**config.mk**
```make
export PLATFORM = sky130hd
export DESIGN_NAME = via_timer_register_block_top_flat
export DESIGN_NICKNAME = d
export VERILOG_FILES = /design/src/hdl/via_tmr_pkg.sv /design/src/hdl/via_tmr_if.sv /design/src/hdl/via_timer_register_block_top.sv /design/src/hdl/via_tmr_tick.sv /design/src/hdl/via_tmr_acc.sv /design/src/flat_wrapper.sv
export SDC_FILE = /design/constraint.sdc
export NUM_CORES = 1
export LEC_CHECK = 0
export ABC_CLOCK_PERIOD_IN_PS = 7590
export BUFFER_PORTS_ARGS = -buffer_cell sky130_fd_sc_hd__buf_2
export CORE_MARGIN = 2
export CORE_UTILIZATION = 30
export CTS_BUF_LIST = sky130_fd_sc_hd__clkbuf_4 sky130_fd_sc_hd__clkbuf_8 sky130_fd_sc_hd__clkbuf_16
export CTS_CLUSTER_DIAMETER = 60
export CTS_CLUSTER_SIZE = 28
export DETAILED_ROUTE_END_ITERATION = 10
export SLEW_MARGIN = 20
export SYNTH_ARGS = -nofsm -noshare
export SYNTH_HDL_FRONTEND = slang
export SYNTH_SLANG_ARGS = --single-unit
```
**constraint.sdc**
```tcl
create_clock -name i_clk -period 7.59 [get_ports i_clk]
set_input_delay 1.1385 -clock i_clk [delete_from_list [all_inputs] [get_ports i_clk]]
set_output_delay 1.1385 -clock i_clk [all_outputs]
set_load 0.05 [all_outputs]
```
**src/hdl/via_tmr_pkg.sv**
```systemverilog
// ============================================================================
// via_tmr_pkg
// Shared types, register map codes and flag masks of the VIA timer block.
// ============================================================================
`default_nettype none

package via_tmr_pkg;

    // Register map, indexed by reg_select
    localparam logic [3:0] RS_ORB  = 4'd0;
    localparam logic [3:0] RS_ORA  = 4'd1;
    localparam logic [3:0] RS_DDRB = 4'd2;
    localparam logic [3:0] RS_DDRA = 4'd3;
    localparam logic [3:0] RS_T1CL = 4'd4;
    localparam logic [3:0] RS_T1CH = 4'd5;
    localparam logic [3:0] RS_T1LL = 4'd6;
    localparam logic [3:0] RS_T1LH = 4'd7;
    localparam logic [3:0] RS_T2CL = 4'd8;
    localparam logic [3:0] RS_T2CH = 4'd9;
    localparam logic [3:0] RS_ACR  = 4'd11;
    localparam logic [3:0] RS_IFR  = 4'd13;
    localparam logic [3:0] RS_IER  = 4'd14;

    // Flag and control bit masks
    localparam logic [7:0] IFR_T1       = 8'h40;
    localparam logic [7:0] IFR_T2       = 8'h20;
    localparam logic [7:0] IFR_ANY      = 8'h80;
    localparam logic [7:0] IRQ_SRC_MASK = 8'h7f;
    localparam logic [7:0] ACR_T1_CONT  = 8'h40;
    localparam logic [7:0] IER_SET      = 8'h80;
    localparam logic [7:0] IER_RESET    = 8'h80;

    typedef logic [15:0][7:0] t_rf;

    typedef struct packed {
        logic       chip_select;
        logic       chip_select_low;
        logic       write_enable;
        logic [3:0] reg_select;
        logic [7:0] write_data;
    } t_item;

    typedef struct packed {
        logic [7:0] read_data;
        logic       irq;
        logic [7:0] port_a_value;
        logic [7:0] port_b_value;
    } t_result;

    // Timer state after a counting step
    typedef struct packed {
        logic [15:0] t1_cnt;
        logic [15:0] t2_cnt;
        logic [7:0]  ifr;
    } t_tick;

    // Drop the given flags; drop the summary bit too when no source is left
    function automatic logic [7:0] clear_flag(input logic [7:0] ifr, input logic [7:0] mask);
        logic [7:0] f;
        f = ifr & ~mask;
        if ((f & IRQ_SRC_MASK) == 8'h00) begin
            f = 8'h00;
        end
        return f;
    endfunction

endpackage

`default_nettype wire

```
**src/hdl/via_tmr_if.sv**
```systemverilog
// ============================================================================
// via_tmr_if
// Valid/ready channels carrying bus cycles in and register results out.
// ============================================================================
`default_nettype none

interface via_tmr_in_if;
    logic       valid;
    logic       ready;
    logic       chip_select;
    logic       chip_select_low;
    logic       write_enable;
    logic [3:0] reg_select;
    logic [7:0] write_data;

    modport source (output valid, output chip_select, output chip_select_low,
                    output write_enable, output reg_select, output write_data,
                    input ready);
    modport sink   (input valid, input chip_select, input chip_select_low,
                    input write_enable, input reg_select, input write_data,
                    output ready);
endinterface

interface via_tmr_out_if;
    logic       valid;
    logic       ready;
    logic [7:0] read_data;
    logic       irq;
    logic [7:0] port_a_value;
    logic [7:0] port_b_value;

    modport source (output valid, output read_data, output irq,
                    output port_a_value, output port_b_value, input ready);
    modport sink   (input valid, input read_data, input irq,
                    input port_a_value, input port_b_value, output ready);
endinterface

`default_nettype wire

```
**src/hdl/via_timer_register_block_top.sv**
```systemverilog
// ============================================================================
// via_timer_register_block_top
// 6522-style timer and port register block, one bus cycle per beat.
// ============================================================================
//
//   channel | dir | beat carries                                         
//   --------+-----+---------------------------------------------------------
//   i_in    | in  | chip_select, chip_select_low, write_enable,
//           |     | reg_select, write_data (one bus clock cycle)
//   o_out   | out | read_data, irq, port_a_value, port_b_value
//
// Every beat goes through an input register, then the tick and access
// logic, then the result register, which loads when empty or drained; one
// beat per clock is sustained while o_out takes every result.
// The input register can still take a beat while a result waits on o_out;
// i_in.ready drops only once both registers are full.
// Synchronous reset clears the register file (IER reads 0x80) and both
// port latches, and empties both pipeline registers.
// ============================================================================
`default_nettype none

module via_timer_register_block_top (
    input  logic                 i_clk,
    input  logic                 i_rst_n,
    via_tmr_in_if.sink           i_in,
    via_tmr_out_if.source        o_out
);
    import via_tmr_pkg::*;

    // Register file after reset: all zero except the enable register
    localparam t_rf RF_RESET = t_rf'({120'h0, IER_RESET} << (8 * RS_IER));

    // Input stage
    logic       r_in_vld;
    t_item      r_in;

    // Result stage
    logic       r_out_vld;
    t_result    r_out;

    // Architectural state
    t_rf        r_rf;
    logic [7:0] r_port_a;
    logic [7:0] r_port_b;

    // Next values out of the datapath
    t_tick      n_tick;
    t_rf        n_rf;
    logic [7:0] n_port_a;
    logic [7:0] n_port_b;
    t_result    n_result;

    logic       advance;
    logic       in_ready;

    // The result stage can load when empty or being drained this cycle
    assign advance  = !r_out_vld || o_out.ready;
    assign in_ready = !r_in_vld || advance;

    assign i_in.ready = in_ready;

    via_tmr_tick u_tick (
        .i_rf   (r_rf),
        .o_tick (n_tick)
    );

    via_tmr_acc u_acc (
        .i_item   (r_in),
        .i_rf     (r_rf),
        .i_tick   (n_tick),
        .i_port_a (r_port_a),
        .i_port_b (r_port_b),
        .o_rf     (n_rf),
        .o_port_a (n_port_a),
        .o_port_b (n_port_b),
        .o_result (n_result)
    );

    // Capture a beat whenever the input register is free or moving on
    always_ff @(posedge i_clk) begin
        if (!i_rst_n) begin
            r_in_vld <= 1'b0;
        end else if (in_ready) begin
            r_in_vld <= i_in.valid;
        end
    end

    always_ff @(posedge i_clk) begin
        if (in_ready) begin
            r_in.chip_select     <= i_in.chip_select;
            r_in.chip_select_low <= i_in.chip_select_low;
            r_in.write_enable    <= i_in.write_enable;
            r_in.reg_select      <= i_in.reg_select;
            r_in.write_data      <= i_in.write_data;
        end
    end

    // Advance: commit the cycle's state and present its result
    always_ff @(posedge i_clk) begin
        if (!i_rst_n) begin
            r_out_vld        <= 1'b0;
            r_rf             <= RF_RESET;
            r_port_a         <= 8'h00;
            r_port_b         <= 8'h00;
        end else if (advance) begin
            r_out_vld <= r_in_vld;
            if (r_in_vld) begin
                r_rf     <= n_rf;
                r_port_a <= n_port_a;
                r_port_b <= n_port_b;
            end
        end
    end

    // Hold the result while o_out stalls
    always_ff @(posedge i_clk) begin
        if (advance && r_in_vld) begin
            r_out <= n_result;
        end
    end

    assign o_out.valid        = r_out_vld;
    assign o_out.read_data    = r_out.read_data;
    assign o_out.irq          = r_out.irq;
    assign o_out.port_a_value = r_out.port_a_value;
    assign o_out.port_b_value = r_out.port_b_value;

endmodule

`default_nettype wire

```
**src/hdl/via_tmr_tick.sv**
```systemverilog
// ============================================================================
// via_tmr_tick
// Timer counting step: decrement, reload and flag raising.
// ============================================================================
`default_nettype none

module via_tmr_tick (
    input  via_tmr_pkg::t_rf   i_rf,
    output via_tmr_pkg::t_tick o_tick
);
    import via_tmr_pkg::*;

    logic [15:0] t1_dec;
    logic [15:0] t2_dec;
    logic        t1_zero;
    logic        t2_zero;
    logic        t1_cont;
    logic [7:0]  ifr;

    always_comb begin
        t1_dec  = {i_rf[RS_T1CH], i_rf[RS_T1CL]} - 16'd1;
        t2_dec  = {i_rf[RS_T2CH], i_rf[RS_T2CL]} - 16'd1;
        t1_zero = (t1_dec == 16'd0);
        t2_zero = (t2_dec == 16'd0);
        t1_cont = |(i_rf[RS_ACR] & ACR_T1_CONT);

        ifr = i_rf[RS_IFR];
        // one-shot mode raises only on a clear flag
        if (t1_zero && (t1_cont || !(|(ifr & IFR_T1)))) begin
            ifr = ifr | IFR_T1 | IFR_ANY;
        end
        if (t2_zero && !(|(ifr & IFR_T2))) begin
            ifr = ifr | IFR_T2 | IFR_ANY;
        end

        o_tick.t1_cnt = (t1_zero && t1_cont) ? {i_rf[RS_T1LH], i_rf[RS_T1LL]} : t1_dec;
        o_tick.t2_cnt = t2_dec;
        o_tick.ifr    = ifr;
    end

endmodule

`default_nettype wire

```
**src/hdl/via_tmr_acc.sv**
```systemverilog
// ============================================================================
// via_tmr_acc
// Register access of one bus cycle on top of the ticked timer state.
// ============================================================================
`default_nettype none

module via_tmr_acc (
    input  via_tmr_pkg::t_item   i_item,
    input  via_tmr_pkg::t_rf     i_rf,
    input  via_tmr_pkg::t_tick   i_tick,
    input  logic [7:0]           i_port_a,
    input  logic [7:0]           i_port_b,
    output via_tmr_pkg::t_rf     o_rf,
    output logic [7:0]           o_port_a,
    output logic [7:0]           o_port_b,
    output via_tmr_pkg::t_result o_result
);
    import via_tmr_pkg::*;

    t_rf        rf;
    logic [7:0] pa;
    logic [7:0] pb;
    logic [7:0] rd;
    logic [7:0] d;
    logic [7:0] ier;
    logic       sel;

    always_comb begin
        rf = i_rf;
        rf[RS_T1CL] = i_tick.t1_cnt[7:0];
        rf[RS_T1CH] = i_tick.t1_cnt[15:8];
        rf[RS_T2CL] = i_tick.t2_cnt[7:0];
        rf[RS_T2CH] = i_tick.t2_cnt[15:8];
        rf[RS_IFR]  = i_tick.ifr;
        pa  = i_port_a;
        pb  = i_port_b;
        rd  = 8'h00;
        d   = i_item.write_data;
        ier = 8'h00;
        sel = i_item.chip_select && !i_item.chip_select_low;

        if (sel && i_item.write_enable) begin
            unique case (i_item.reg_select)
                RS_ORB: begin
                    rf[RS_ORB] = d;
                    pb = (d & rf[RS_DDRB]) | (pb & ~rf[RS_DDRB]);
                end
                RS_ORA: begin
                    rf[RS_ORA] = d;
                    pa = (d & rf[RS_DDRA]) | (pa & ~rf[RS_DDRA]);
                end
                RS_T1CL: begin
                    rf[RS_T1LL] = d;
                end
                RS_T1CH: begin
                    // latch high, then load the counter from the whole latch
                    rf[RS_T1LH] = d;
                    rf[RS_T1CL] = rf[RS_T1LL];
                    rf[RS_T1CH] = d;
                    rf[RS_IFR]  = clear_flag(rf[RS_IFR], IFR_T1);
                end
                RS_T2CH: begin
                    rf[RS_T2CH] = d;
                    rf[RS_IFR]  = clear_flag(rf[RS_IFR], IFR_T2);
                end
                RS_IER: begin
                    if (|(d & IER_SET)) begin
                        ier = rf[RS_IER] | (d & IRQ_SRC_MASK);
                    end else begin
                        ier = rf[RS_IER] & ~(d & IRQ_SRC_MASK);
                    end
                    rf[RS_IER] = ier | IER_SET;
                end
                default: begin
                    rf[i_item.reg_select] = d;
                end
            endcase
        end else if (sel) begin
            unique case (i_item.reg_select)
                RS_ORB: begin
                    rf[RS_ORB] = (pb & ~rf[RS_DDRB]) | (rf[RS_ORB] & rf[RS_DDRB]);
                end
                RS_ORA: begin
                    rf[RS_ORA] = (pa & ~rf[RS_DDRA]) | (rf[RS_ORA] & rf[RS_DDRA]);
                end
                RS_T1CL: begin
                    rf[RS_IFR] = clear_flag(rf[RS_IFR], IFR_T1);
                end
                RS_T2CL: begin
                    rf[RS_IFR] = clear_flag(rf[RS_IFR], IFR_T2);
                end
                default: begin
                end
            endcase
            rd = rf[i_item.reg_select];
        end

        o_rf                  = rf;
        o_port_a              = pa;
        o_port_b              = pb;
        o_result.read_data    = rd;
        o_result.irq          = |(rf[RS_IFR] & rf[RS_IER] & IRQ_SRC_MASK);
        o_result.port_a_value = pa;
        o_result.port_b_value = pb;
    end

endmodule

`default_nettype wire

```
**src/flat_wrapper.sv**
```systemverilog
// flat-port wrapper written by rule: the top's interface ports become plain ports
module via_timer_register_block_top_flat import via_tmr_pkg::*;
  (i_clk, i_rst_n, i_in_valid, i_in_chip_select, i_in_chip_select_low, i_in_write_enable, i_in_reg_select, i_in_write_data, i_in_ready, o_out_valid, o_out_read_data, o_out_irq, o_out_port_a_value, o_out_port_b_value, o_out_ready);
  via_tmr_in_if i_in_i ();
  via_tmr_out_if o_out_i ();
  input  logic i_clk;
  input  logic i_rst_n;
  input wire logic [$bits(i_in_i.valid)-1:0] i_in_valid;
  input wire logic [$bits(i_in_i.chip_select)-1:0] i_in_chip_select;
  input wire logic [$bits(i_in_i.chip_select_low)-1:0] i_in_chip_select_low;
  input wire logic [$bits(i_in_i.write_enable)-1:0] i_in_write_enable;
  input wire logic [$bits(i_in_i.reg_select)-1:0] i_in_reg_select;
  input wire logic [$bits(i_in_i.write_data)-1:0] i_in_write_data;
  output wire logic [$bits(i_in_i.ready)-1:0] i_in_ready;
  output wire logic [$bits(o_out_i.valid)-1:0] o_out_valid;
  output wire logic [$bits(o_out_i.read_data)-1:0] o_out_read_data;
  output wire logic [$bits(o_out_i.irq)-1:0] o_out_irq;
  output wire logic [$bits(o_out_i.port_a_value)-1:0] o_out_port_a_value;
  output wire logic [$bits(o_out_i.port_b_value)-1:0] o_out_port_b_value;
  input wire logic [$bits(o_out_i.ready)-1:0] o_out_ready;
  assign i_in_i.valid = i_in_valid;
  assign i_in_i.chip_select = i_in_chip_select;
  assign i_in_i.chip_select_low = i_in_chip_select_low;
  assign i_in_i.write_enable = i_in_write_enable;
  assign i_in_i.reg_select = i_in_reg_select;
  assign i_in_i.write_data = i_in_write_data;
  assign i_in_ready = i_in_i.ready;
  assign o_out_valid = o_out_i.valid;
  assign o_out_read_data = o_out_i.read_data;
  assign o_out_irq = o_out_i.irq;
  assign o_out_port_a_value = o_out_i.port_a_value;
  assign o_out_port_b_value = o_out_i.port_b_value;
  assign o_out_i.ready = o_out_ready;
  via_timer_register_block_top u_core (.i_clk(i_clk), .i_rst_n(i_rst_n), .i_in(i_in_i), .o_out(o_out_i));
endmodule
```
# Word-level counts from Yosys, hierarchy flattened
# Index checks and enable logic that the tools add are counted.
[word_totals]
ff_bits = 186
inputBits = 19
[op_classes]
add_sub_neg = 2
order_cmp = 2
eq_ne = 8
n_mux = 40
bitwise = 20
n_reduce_logical = 37
[op_table]
columns = ["operator", "count"]
rows = [
  ["$mux W8", 22],
  ["$bwmux W128", 1],
  ["$pmux W8 S2", 7],
  ["$mux W16", 4],
  ["$mux W64", 1],
  ["$and A8 B8 Y8", 6],
  ["$bmux W8 S4", 1],
  ["$demux W8 S4", 1],
  ["$logic_not A16 Y1", 2],
  ["$or A8 B8 Y8", 4],
  ["$pmux W16 S2", 1],
  ["$sub A16 B1 Y16 const B", 2],
  ["$reduce_or A5 Y1", 6],
  ["$pmux W8 S3", 1],
  ["$reduce_and A4 Y1", 5],
  ["$logic_not A8 Y1", 2],
  ["$not A8 Y8", 2],
  ["$and A7 B7 Y7", 2],
  ["$eq A4 B4 Y1 const B", 3],
  ["$eq A4 B3 Y1 const B", 2],
  ["$logic_and A1 B1 Y1", 7],
  ["$mux W7", 1],
  ["$not A7 Y7", 1],
  ["$or A7 B7 Y7", 1],
  ["14 further kinds", 24],
]

# Longest topological paths before layout
# Gate-level depths: netlist (run 1).
[depth]
word_depth = 16
depth_mapped = 12
depth_no_buf = 10

# Hierarchy
# From an unflattened synthesis (run 1), not the netlist that was laid out.
[unflattened]
hier_cells = 1287
area_unflattened_um2 = 11966.5
[modules_own_cells]
columns = ["mod", "n_inst", "cells_each", "area_each_um2"]
rows = [
  ["via_timer_register_block_top", 1, 673, 6974.2],
  ["via_tmr_acc", 1, 466, 4018.9],
  ["via_tmr_tick", 1, 148, 973.4],
]

# Worst setup path before layout (run 1)
# No wires, ideal clock.
[synth_path]
path_type = "in2reg"
from = "input o_out_ready"
to = "register u_core.r_out, in the netlist u_core.o_out.irq (enable)"
setup_time_ns = 0.399
arrival_ns = 2.728
required_time_ns = 7.191
path_slack_ns = 4.463
path_stages = 6
path_buffers = 3
cell_sequence = "nor2b_1 -> nand2b_1 -> clkbuf_1 -> inv_1 -> clkbuf_1 -> clkbuf_1"
[synth_via]
elab_chain_cells = 2
[synth_rtl]
columns = ["item", "line_no", "text"]
rows = [
  ["from (decl)", "flat_wrapper.sv:20", "input wire logic [$bits(o_out_i.ready)-1:0] o_out_ready;"],
  ["$logic_or A1 B1 Y1", "via_timer_register_block_top.sv:57", "assign advance = !r_out_vld || o_out.ready;"],
  ["$logic_and A1 B1 Y1", "via_timer_register_block_top.sv:117", "if (advance && r_in_vld) begin"],
  ["to (signal assigned)", "via_timer_register_block_top.sv:118", "r_out <= n_result;"],
  ["to (decl)", "via_timer_register_block_top.sv:39", "t_result r_out;"],
]
# No other way between the ends.
# A chain may end at the register's enable or synchronous reset.

# Final worst setup path (run 1)
[layout_path]
from = "register u_core.r_in[8] in the netlist's numbering"
to = "register u_core.r_port_a[5]"
[layout_via]
elab_chain_cells = 3
[layout_rtl]
columns = ["item", "line_no", "text"]
rows = [
  ["from (decl)", "via_timer_register_block_top.sv:35", "t_item r_in;"],
  ["$eq A4 B1 Y1", "via_tmr_acc.sv:43", "unique case (i_item.reg_select)"],
  ["$mux W8", "via_tmr_acc.sv:43", ""],
  ["$mux W8", "via_tmr_acc.sv:42", "if (sel && i_item.write_enable) begin"],
  ["net u_core.n_port_a[5]", "via_timer_register_block_top.sv:49", "logic [7:0] n_port_a;"],
  ["to (signal assigned)", "via_timer_register_block_top.sv:109", "r_port_a <= n_port_a;"],
  ["to (decl)", "via_timer_register_block_top.sv:43", "logic [7:0] r_port_a;"],
]
# The timed path passes the listed nets, and every way through them passes these cells.

==> impl_results.md, run 1 <==
- Period utilisation layout: 52.8%
- Reg2reg start: u_core.r_in[8]$_DFFE_PP_
- Mapped Area: roughly 10000 um2
- Ys flop type: dfxtp_1
- Syn_area_per_cell: 8.59 um2
- Core area: 34300 um2
- Count leader, synth: nor2_1
- Max-cap violations: 0
- Hold_sp: u_core.r_rf[119]$_SDFFE_PN1P_
- Setup Crit Path Kind: register to register
- Synth unique cells: 81
- Internal power: 0.00166 W
- Iter 0 DRT Violations: 1070
- Syn_nets: 1228
- Routed length per instance: 19.1 um
- Final Max Tran Viols: 0
- Final hold violations: 0
- Gate power share: 18.4%
- Number of vias per cell: 5.51
- Peak supply drop: 0.153 mV
- Synth Instances: about 1200
- Clock latency on the worst-skew pair: 450 ps
- DRT antenna net count: 0
- Filler Cells Inserted: 3544
- Pwr dens: 210 nW/um2
- Initial core utilization: a little under a third
- Seq pwr share: 45.0%
- Die area: 36000 um2
- Vias in the first global route: 8407
- Worst hold path class: register to register
- Net Sw Frac: a little under a third
- Clk network pwr share: 36.5%
- Status: completed
- Grt ovf: 0
- Initial DRT Pass Iterations: 6
- Tot GR Track Use: 17.7%
- Longest Clk Path Bufs: 2
- Pleak: 4.03 nW
- Synth cell count leaders: nor2_1, dfxtp_1, nand2_1, a21oi_1, mux2i_1
- Cell area after layout: between 10000 and 15000 um2
- Final core occ: 33.4%
- CP Data Arrival Time: between 4000 and 5000 ps
- Top cell type's share of synthesized area: between 20 and 30%
- Actual slew at the worst max-slew pin: 1080 ps
- Vias: 9152
- Reg clk slew, reported paths: 70 ps
- Layout cells sized above 1: 13.5%
- CP required: around 7900 ps
- Postcts setup bufs: 0
- Ys async rst share: 0%
- Largest net degree at the start of global routing: 85
- Final min period: 4010 ps
- Reg2reg end: u_core.r_port_a[5]$_SDFFE_PN0P_
- Hold path cells: 1
- Fmax: 249 MHz
- Die H: 190 um
- RD Place Congestion: 0.946
- EDFF count, synth: 40
- Htree depth: 4
- Antenna violations before repair: 0
- Dpl hpwl: 20800 um
- R2R setup slack: 3580 ps
- Die width: ~190 um
- Sink Count: 186
- Global-route wire length before repair: 49200 um
- Psw: ~0.00075 W
- Placed Area: 10900 um2
- Clk_skew: about 12 ps
- Slew margin rel.: between 20% and 30%
- IO Count: 46
- Hold_buf cts: 0
- Final nets: ~1200
- WL final: about 32000 um
- CP Max Fanout: 54
- Endpoints failing setup: 0
- Register-to-Register Path Depth: 9
- Setup total negative slack: 0 ps
- Port bufs: 45
- Placement Rows: 68
- Post-synth top area cell: dfxtp_1
- DRC: 0
- CTS tree: built
- Area grow syn2layout: 10.6%
- Root buffer cell: clkbuf_16
- Ranking of synthesized cells by area: dfxtp_1, edfxtp_1, mux2i_1, nor2_1, a21oi_1
- Endpoint, Worst Hold: u_core.r_rf[119]$_SDFFE_PN1P_
- CP Capture Type: register
- Post-synthesis sequential area ratio: between 30% and 40%
- Unrepaired setup endpoints after global routing: false
- CP Launch Type: register
- Cts bufs inserted: 17
- Syn. warnings: 0
- Post-cts resize count: 0
- #FFs+latches synth: approximately 190
## cell type report
| class | instances | area [um2] | area share (%) |
|---|---|---|---|
| antenna | 1 | 2.50 | 0.0219 |
| tap | 455 | 569 | 4.97 |
| timing repair buffer | 66 | 383 | 3.34 |
| multi-input combinational | 902 | 5730 | 50.1 |
| sequential | 186 | 4120 | 36.0 |
| clock inverter | 13 | 119 | 1.04 |
| clock buffer | 19 | 440 | 3.85 |
| inverter | 20 | 77.6 | 0.678 |
## logic make-up after synthesis
logic type | after synthesis | share of synthesized area, %
AOI/OAI and AO/OA | 288 | 17.4
xor gates and xnor gates | 26 | 2.60
adders and majority gates | 4 | 0.484
buffers and inverters | 117 | 4.86
DFF | 186 | 39.8
muxes | 122 | 13.2
and+or+nand+nor | 462 | 21.7
## placed cells by master, fill, tap and decap left out, drive strengths merged, types with 5 or more instances in the layout
| cell type | Yosys | layout |
|---|---|---|
| nor2b | 8 | 8 |
| a211oi | 28 | 28 |
| nand2b | 12 | 12 |
| a21oi | 100 | 100 |
| mux4 | 9 | 9 |
| nor3 | 30 | 30 |
| o221ai | 6 | 6 |
| nand3 | 26 | 26 |
| a211o | 7 | 7 |
| o22ai | 11 | 11 |
| a22oi | 8 | 8 |
| buf | 21 | 66 |
| clkinv | 2 | 7 |
| nand2 | 122 | 122 |
| dfxtp | 146 | 146 |
| o21a | 5 | 5 |
| nor4b | 6 | 6 |
| mux2 | 22 | 22 |
| edfxtp | 40 | 40 |
| xor2 | 9 | 9 |
| nor3b | 9 | 9 |
| nand4 | 5 | 5 |
| and3 | 5 | 5 |
| clkbuf | 76 | 19 |
| o31ai | 5 | 5 |
| and2 | 9 | 9 |
| o311ai | 7 | 7 |
| xnor2 | 17 | 17 |
| or3 | 10 | 10 |
| nor2 | 193 | 193 |
| o21ai | 57 | 57 |
| a31oi | 13 | 13 |
| o211ai | 15 | 15 |
| mux2i | 91 | 91 |
| inv | 18 | 23 |
| nor4 | 10 | 10 |
## sequential cells by signal (all words and copies together) (netlist names)
signal / cells
u_core.r_in_vld: 1
u_core.r_in: 15
u_core.o_out.valid: 1
u_core.o_out.irq: 1
u_core.o_out.port_a_value: 8
u_core.r_rf: 128
u_core.r_port_b: 8
u_core.o_out.read_data: 8
u_core.r_port_a: 8
u_core.o_out.port_b_value: 8
## through the flow
stage	hold slack, ps	setup WS [ps]	cells	total power (W)
final	460	3580	1662	0.00240
after global routing	473	3290	1661	0.00249
after CTS	459	3660	1661	0.00241
after detailed placement	442	3550	1629	0.00154
after global placement	437	3610	1629	0.00154
after floorplan	409	4460	1205	0.00143
## how the worst max path moves through the flow
| stage | from | to | slack [ps] |
|---|---|---|---|
| 3_5_place_dp | o_out_ready | u_core.r_rf[92]$_SDFFE_PN0P_ | 3550 |
| 2_1_floorplan | o_out_ready | u_core.o_out.irq$_DFFE_PP_ | 4460 |
| 5_1_grt | u_core.r_in[8]$_DFFE_PP_ | u_core.r_port_a[5]$_SDFFE_PN0P_ | 3290 |
| 6_report | u_core.r_in[8]$_DFFE_PP_ | u_core.r_port_a[5]$_SDFFE_PN0P_ | 3580 |
| 4_1_cts | u_core.r_in[8]$_DFFE_PP_ | u_core.r_port_a[5]$_SDFFE_PN0P_ | 3660 |
| 3_3_place_gp | o_out_ready | u_core.r_rf[27]$_SDFFE_PN0P_ | 3610 |
## metal layers
metal  wire [um]  up-vias  global-route usage [%]
li1            -     4295                       -
met1       14700     4454                    25.2
met2       13900      350                    26.3
met3        2510       51                    4.10
met4         550        2                    5.10
met5          56        -                    1.24
## power groups by stage
| stage | clock (W) | sequential (W) | combinational (W) |
|---|---|---|---|
| 2_1_floorplan | 0 | 0.00110 | 0.000326 |
| 3_3_place_gp | 0 | 0.00110 | 0.000435 |
| 3_5_place_dp | 0 | 0.00110 | 0.000437 |
| 4_1_cts | 0.000889 | 0.00108 | 0.000439 |
| 5_1_grt | 0.000927 | 0.00109 | 0.000480 |
| 6_report | 0.000879 | 0.00108 | 0.000443 |
## critical path, cell delays in order (launching register included)
cell and delay, ps:
edfxtp_1 320, buf_4 590, inv_1 570, nor2_1 380, nand2_1 360, nor2_1 930, nand2_1 160, mux2_2 330
nor2_1 90, a211oi_1 60
Note: power is estimated with default switching activity, not from simulation.
==> run 2, diff against run 1 <==
--- a/config.mk
+++ b/config.mk
@@ -5,7 +5,7 @@
 export SDC_FILE = /design/constraint.sdc
 export NUM_CORES = 1
 export LEC_CHECK = 0
-export ABC_CLOCK_PERIOD_IN_PS = 7590
+export ABC_CLOCK_PERIOD_IN_PS = 3700
 export BUFFER_PORTS_ARGS = -buffer_cell sky130_fd_sc_hd__buf_2
 export CORE_MARGIN = 2
 export CORE_UTILIZATION = 30
==> constraint.sdc (replaced) <==
create_clock -name i_clk -period 3.7 [get_ports i_clk]
set_input_delay 0.555 -clock i_clk [delete_from_list [all_inputs] [get_ports i_clk]]
set_output_delay 0.555 -clock i_clk [all_outputs]
set_load 0.05 [all_outputs]
==> impl_results.md, run 2 (synthesis gave the netlist of run 1 again) <==
- Hold path cells: 1
- Largest registers: u_core.r_rf x128, u_core.r_in x15
- Reg clk slew, reported paths: approximately 70 ps
- Area grow syn2layout: 11.8%
- Actual slew at the worst max-slew pin: approximately 1100 ps
- DRC: 0
- Fmax: 313 MHz
- Final Max Tran Viols: 0
- Clk network pwr share: 35.3%
- Setup Crit Path Kind: register to register
- Hold_buf cts: 0
- Die H: approximately 190 um
- Die width: approximately 190 um
- Internal power: between 0.003 and 0.004 W
- Area of the multi-input gates: 5730 um2
- Seq pwr share: 46.2%
- CP Capture Type: register
- Largest net degree at the start of global routing: 76
- Grt ovf: 0
- Vias in the first global route: 8554
- Max reg flops: between 100 and 150
- Unrepaired setup endpoints after global routing: false
- CP Data Arrival Time: 3350 ps
- Cts bufs inserted: 17
- Vias: 9158
- Antenna violations before repair: 0
- Placement Rows: 68
- Status: completed
- Most flop-heavy register: u_core.r_rf
- Iter 0 DRT Violations: 880
- Peak supply drop: 0.273 mV
- Tot GR Track Use: 18.1%
- ANT cells: 0
- Net Sw Frac: between 30% and 40%
- IO Count: 46
- Filler Cells Inserted: 3550
- Layout cells sized above 1: 14.9%
- CP required: 3860 ps
- Hold Slack: 289 ps
- Period utilisation layout: 86.2%
- Most common cell after layout, fill and taps aside: nor2_1
- Worst hold path class: input pin to register
- FF/Latch Area: between 4000 and 5000 um2
- Gate power share: a little under a fifth
- Reg2reg start: u_core.r_rf[32]$_SDFFE_PN0P_
- Sink Count: 186
- Most frequent cells in the layout: nor2_1, dfxtp_1, nand2_1, a21oi_1, mux2i_1
- Clock latency on the worst-skew pair: 440 ps
- Pleak: between 4 and 5 nW
- Root buffer cell: clkbuf_16
- Core area: 34300 um2
- CP Max Fanout: 10
- Routed length per instance: around 19 um
- Endpoints failing setup: 0
- CP Launch Type: register
- Longest Clk Path Bufs: 2
- R2R setup slack: 510 ps
- Global-route wire length before repair: 50500 um
- RD Place Congestion: around 0.95
- Setup total negative slack: 0 ps
- Reg2reg end: u_core.o_out.read_data[1]$_SDFFCE_PP0P_
- Number of vias per cell: 5.45
- Clk_skew: 11.8 ps
- WL final: 32500 um
- CTS tree: built
- DRT antenna net count: 0
- Initial core utilization: between 30% and 40%
- Endpoint, Worst Hold: u_core.r_in[2]$_DFFE_PP_
- Psw: approximately 0.0015 W
- Final min period: 3190 ps
- Dpl hpwl: 22000 um
- Initial DRT Pass Iterations: 5
- Hold_sp: i_in_write_data[2]
- Die area: 36000 um2
- Port bufs: 45
- Post-cts resize count: 0
- Final hold violations: 0
- Htree depth: 4
- Postcts setup bufs: 0
- Register-to-Register Path Depth: 10
- Max-cap violations: 0
- Pwr dens: 420 nW/um2
- Slew margin rel.: 29.0%
- Final nets: between 1000 and 1500
run 2: worst max path at each step:
stage | startpoint | cells after the start | to | slack [ps]
floorplan | u_core.r_rf[33]$_SDFFE_PN0P_ | 11 | u_core.o_out.read_data[1]$_SDFFCE_PP0P_ | 930
global placement | u_core.r_rf[32]$_SDFFE_PN0P_ | 11 | u_core.o_out.read_data[2]$_SDFFCE_PP0P_ | 640
detailed placement | u_core.r_rf[32]$_SDFFE_PN0P_ | 10 | u_core.o_out.read_data[1]$_SDFFCE_PP0P_ | 530
CTS | u_core.r_rf[32]$_SDFFE_PN0P_ | 10 | u_core.o_out.read_data[1]$_SDFFCE_PP0P_ | 500
global route | u_core.r_rf[32]$_SDFFE_PN0P_ | 10 | u_core.o_out.read_data[1]$_SDFFCE_PP0P_ | 260
finish | u_core.r_rf[32]$_SDFFE_PN0P_ | 10 | u_core.o_out.read_data[1]$_SDFFCE_PP0P_ | 510
run 2: critical path, stage by stage (launching register included):
cell,delay (ps)
dfxtp_1,410
inv_1,140
ha_1,320
nor3b_4,340
nand3_1,170
xnor2_2,320
nor4b_2,100
a21oi_1,460
and2b_2,280
a211oi_1,240
o32ai_1,130
run 2: area by class of cell:
class / instances / area share (%)
clock buffers: 19 / 3.81
clock inverters: 13 / 0.811
inverters: 20 / 0.670
multi-input cells: 902 / 49.5
flip-flops and latches: 186 / 35.6
well taps: 455 / 4.92
repair buffers: 85 / 4.65
run 2: per-stage QoR:
step | utilization (%) | cells | total power, W | area, um2 | worst slack [ps]
floorplan | - | 1205 | 0.00293 | 10300 | 926
detailed placement | 32.2 | 1648 | 0.00317 | 11000 | 535
global placement | 32.2 | 1648 | 0.00317 | 11000 | 642
global route | 33.8 | 1680 | 0.00507 | 11600 | 255
finish | 33.8 | 1680 | 0.00486 | 11600 | 510
CTS | 33.7 | 1680 | 0.00488 | 11600 | 497
run 2: power groups by stage:
| stage | clock network (W) | logic (W) | registers, W |
|---|---|---|---|
| detailed placement | 0 | 0.000888 | 0.00229 |
| global placement | 0 | 0.000885 | 0.00229 |
| floorplan | 0 | 0.000669 | 0.00226 |
| finish | 0.00171 | 0.000899 | 0.00224 |
| global route | 0.00184 | 0.000980 | 0.00225 |
| CTS | 0.00175 | 0.000892 | 0.00224 |
run 2: layer usage:
metal / GRT usage (%) / part of all wire, %
met2: 28.1 / 45
met5: 0 / 0
met3: 3.80 / 7.0
met4: 5.58 / 2.1
met1: 25.3 / 46
==> run 3, diff against run 2 <==
==> constraint.sdc (replaced) <==
create_clock -name i_clk -period 3.7 [get_ports i_clk]
set_input_delay 0.185 -clock i_clk [delete_from_list [all_inputs] [get_ports i_clk]]
set_output_delay 0.185 -clock i_clk [all_outputs]
set_load 0.05 [all_outputs]
==> impl_results.md, run 3 (synthesis gave the netlist of run 1 again) <==
- FF/Latch Area: 4120 um2
- CP required: 3860 ps
- Global-route wire length before repair: 51100 um
- Area grow syn2layout: 13.4%
- Routed length per instance: 19.6 um
- DRT antenna net count: 0
- Final min period: 3210 ps
- Most flop-heavy register: u_core.r_rf
- Period utilisation layout: slightly below 90%
- Actual slew at the worst max-slew pin: 1190 ps
- Hold_sp: o_out_ready
- Initial DRT Pass Iterations: 5
- Register-to-Register Path Depth: 9
- Most frequent cells in the layout: nor2_1, dfxtp_1, nand2_1, a21oi_1, mux2i_1
- Antenna violations before repair: 1
- Fmax: 312 MHz
- Die area: around 36000 um2
- Longest Clk Path Bufs: 2
- Slowest cell on the critical path: o311ai_0
- Worst hold path class: input pin to register
- Placed cell count: about 1600
- Die width: 190 um
- Unrepaired setup endpoints after global routing: false
- ANT cells: 0
- Critical path's top delay family: simple AND/OR/NAND/NOR gates
- Number of vias per cell: 5.46
- Max reg flops: 128
- Status: completed
- Core area: 34300 um2
- Initial core utilization: 30.2%
- Endpoints failing setup: 0
- Final Max Tran Viols: 0
- Setup total negative slack: 0 ps
- DRC: 0
- Hold path cells: 4
- Largest net degree at the start of global routing: 53
- Clock latency on the worst-skew pair: ~440 ps
- Most common cell after layout, fill and taps aside: nor2_1
- Sink Count: 186
- Pwr dens: 423 nW/um2
- IO Count: 46
- RD Place Congestion: 0.964
- Pleak: 4.20 nW
- Tot GR Track Use: 18.4%
- Filler Cells Inserted: 3525
- Vias: slightly above 9000
- Reg clk slew, reported paths: 80 ps
- CTS tree: built
- Reg2reg start: u_core.r_rf[32]$_SDFFE_PN0P_
- Endpoint, Worst Hold: u_core.o_out.valid$_SDFFE_PN0N_
- Setup Crit Path Kind: register to register
- Final nets: 1248
- Non-filler cells, final: 1693
- Dpl hpwl: 22300 um
- Postcts setup bufs: 0
- Layout cells sized above 1: 14.5%
- Slew margin rel.: 20.3%
- Final hold violations: 0
- Vias in the first global route: 8630
- Placement Rows: 68
- Port bufs: 45
- CP Launch Type: register
- Grt ovf: 0
- Iter 0 DRT Violations: around 1000
- Max-cap violations: 0
- Buf/Inv on CP: 2
- Largest registers: u_core.r_rf x128, u_core.r_in x15
- Die H: roughly 190 um
- Clk_skew: 17.9 ps
- Cts bufs inserted: 17
- Area of the multi-input gates: 5730 um2
- Crit path cell chain: inv_1 > ha_1 > xnor2_4 > nand2_1 > or4_4 > nor4_4 > a21oi_1 > buf_4 > o311ai_0
- CP Max Fanout: 10
- Reg2reg end: u_core.o_out.read_data[4]$_SDFFCE_PP0P_
- Max incr delay on CP: between 500 and 600 ps
- CP Capture Type: register
- Root buffer cell: clkbuf_16
- WL final: 33100 um
- Post-cts resize count: 0
- R2R setup slack: 490 ps
- Htree depth: 4
- Peak supply drop: 0.276 mV
- CP Data Arrival Time: around 3400 ps
## run 3: worst max-delay path by stage
| stage | endpoint | start | slack [ps] | cells past startpoint |
|---|---|---|---|---|
| 2_1_floorplan | u_core.o_out.read_data[1]$_SDFFCE_PP0P_ | u_core.r_rf[33]$_SDFFE_PN0P_ | 930 | 11 |
| 3_3_place_gp | u_core.o_out.read_data[4]$_SDFFCE_PP0P_ | u_core.r_rf[32]$_SDFFE_PN0P_ | 560 | 9 |
| 3_5_place_dp | u_core.o_out.read_data[4]$_SDFFCE_PP0P_ | u_core.r_rf[32]$_SDFFE_PN0P_ | 530 | 9 |
| 4_1_cts | u_core.o_out.read_data[4]$_SDFFCE_PP0P_ | u_core.r_rf[32]$_SDFFE_PN0P_ | 520 | 9 |
| 5_1_grt | u_core.o_out.read_data[4]$_SDFFCE_PP0P_ | u_core.r_rf[32]$_SDFFE_PN0P_ | 260 | 9 |
| 6_report | u_core.o_out.read_data[4]$_SDFFCE_PP0P_ | u_core.r_rf[32]$_SDFFE_PN0P_ | 490 | 9 |
## run 3: repair_timing
item                       4_1_cts  5_1_grt
setup endpoints to repair        0        0
hold endpoints to repair        16        0
hold buffers                    16        0
## run 3: routing by layer
metal / up-vias / GRT usage (%) / share of wire (%)
li1: 4352 / - / -
met4: 2 / 6.11 / 2.7
met3: 67 / 3.50 / 7.2
met2: 358 / 28.0 / 44
met1: 4470 / 26.0 / 46
met5: - / 0 / 0.039
## run 3: final cells by class
cell class	instances	share of cell area, %
clock buffer	21	4.08
clock inverter	11	0.704
inverter	20	0.661
multi-input combinational	902	48.8
sequential	186	35.1
tap	455	4.85
timing repair buffer	98	5.76
## run 3: report_power, final
| group | total [W] | internal (W) | switching [W] |
|---|---|---|---|
| registers | 0.00225 | 0.00213 | 0.000123 |
| clock network | 0.00181 | 0.000946 | 0.000865 |
| logic | 0.000904 | 0.000342 | 0.000562 |
| total | 0.00497 | 0.00342 | 0.00155 |
## run 3: stage by stage
stage	utilization, %	hold slack [ps]	worst slack (ps)	instance area (um2)	power, W
6_report	34.2	62.0	490	11700	0.00497
5_1_grt	34.2	92.9	258	11700	0.00516
4_1_cts	34.2	34.6	522	11700	0.00498
3_5_place_dp	32.1	363	531	11000	0.00318
3_3_place_gp	32.1	362	565	11000	0.00317
2_1_floorplan	-	284	926	10300	0.00293
## run 3: worst register-to-register path: stages (launching register included)
cell	delay, ps
dfxtp_1	520
inv_1	120
ha_1	310
xnor2_4	210
nand2_1	70
or4_4	430
nor4_4	320
a21oi_1	200
buf_4	210
o311ai_0	530
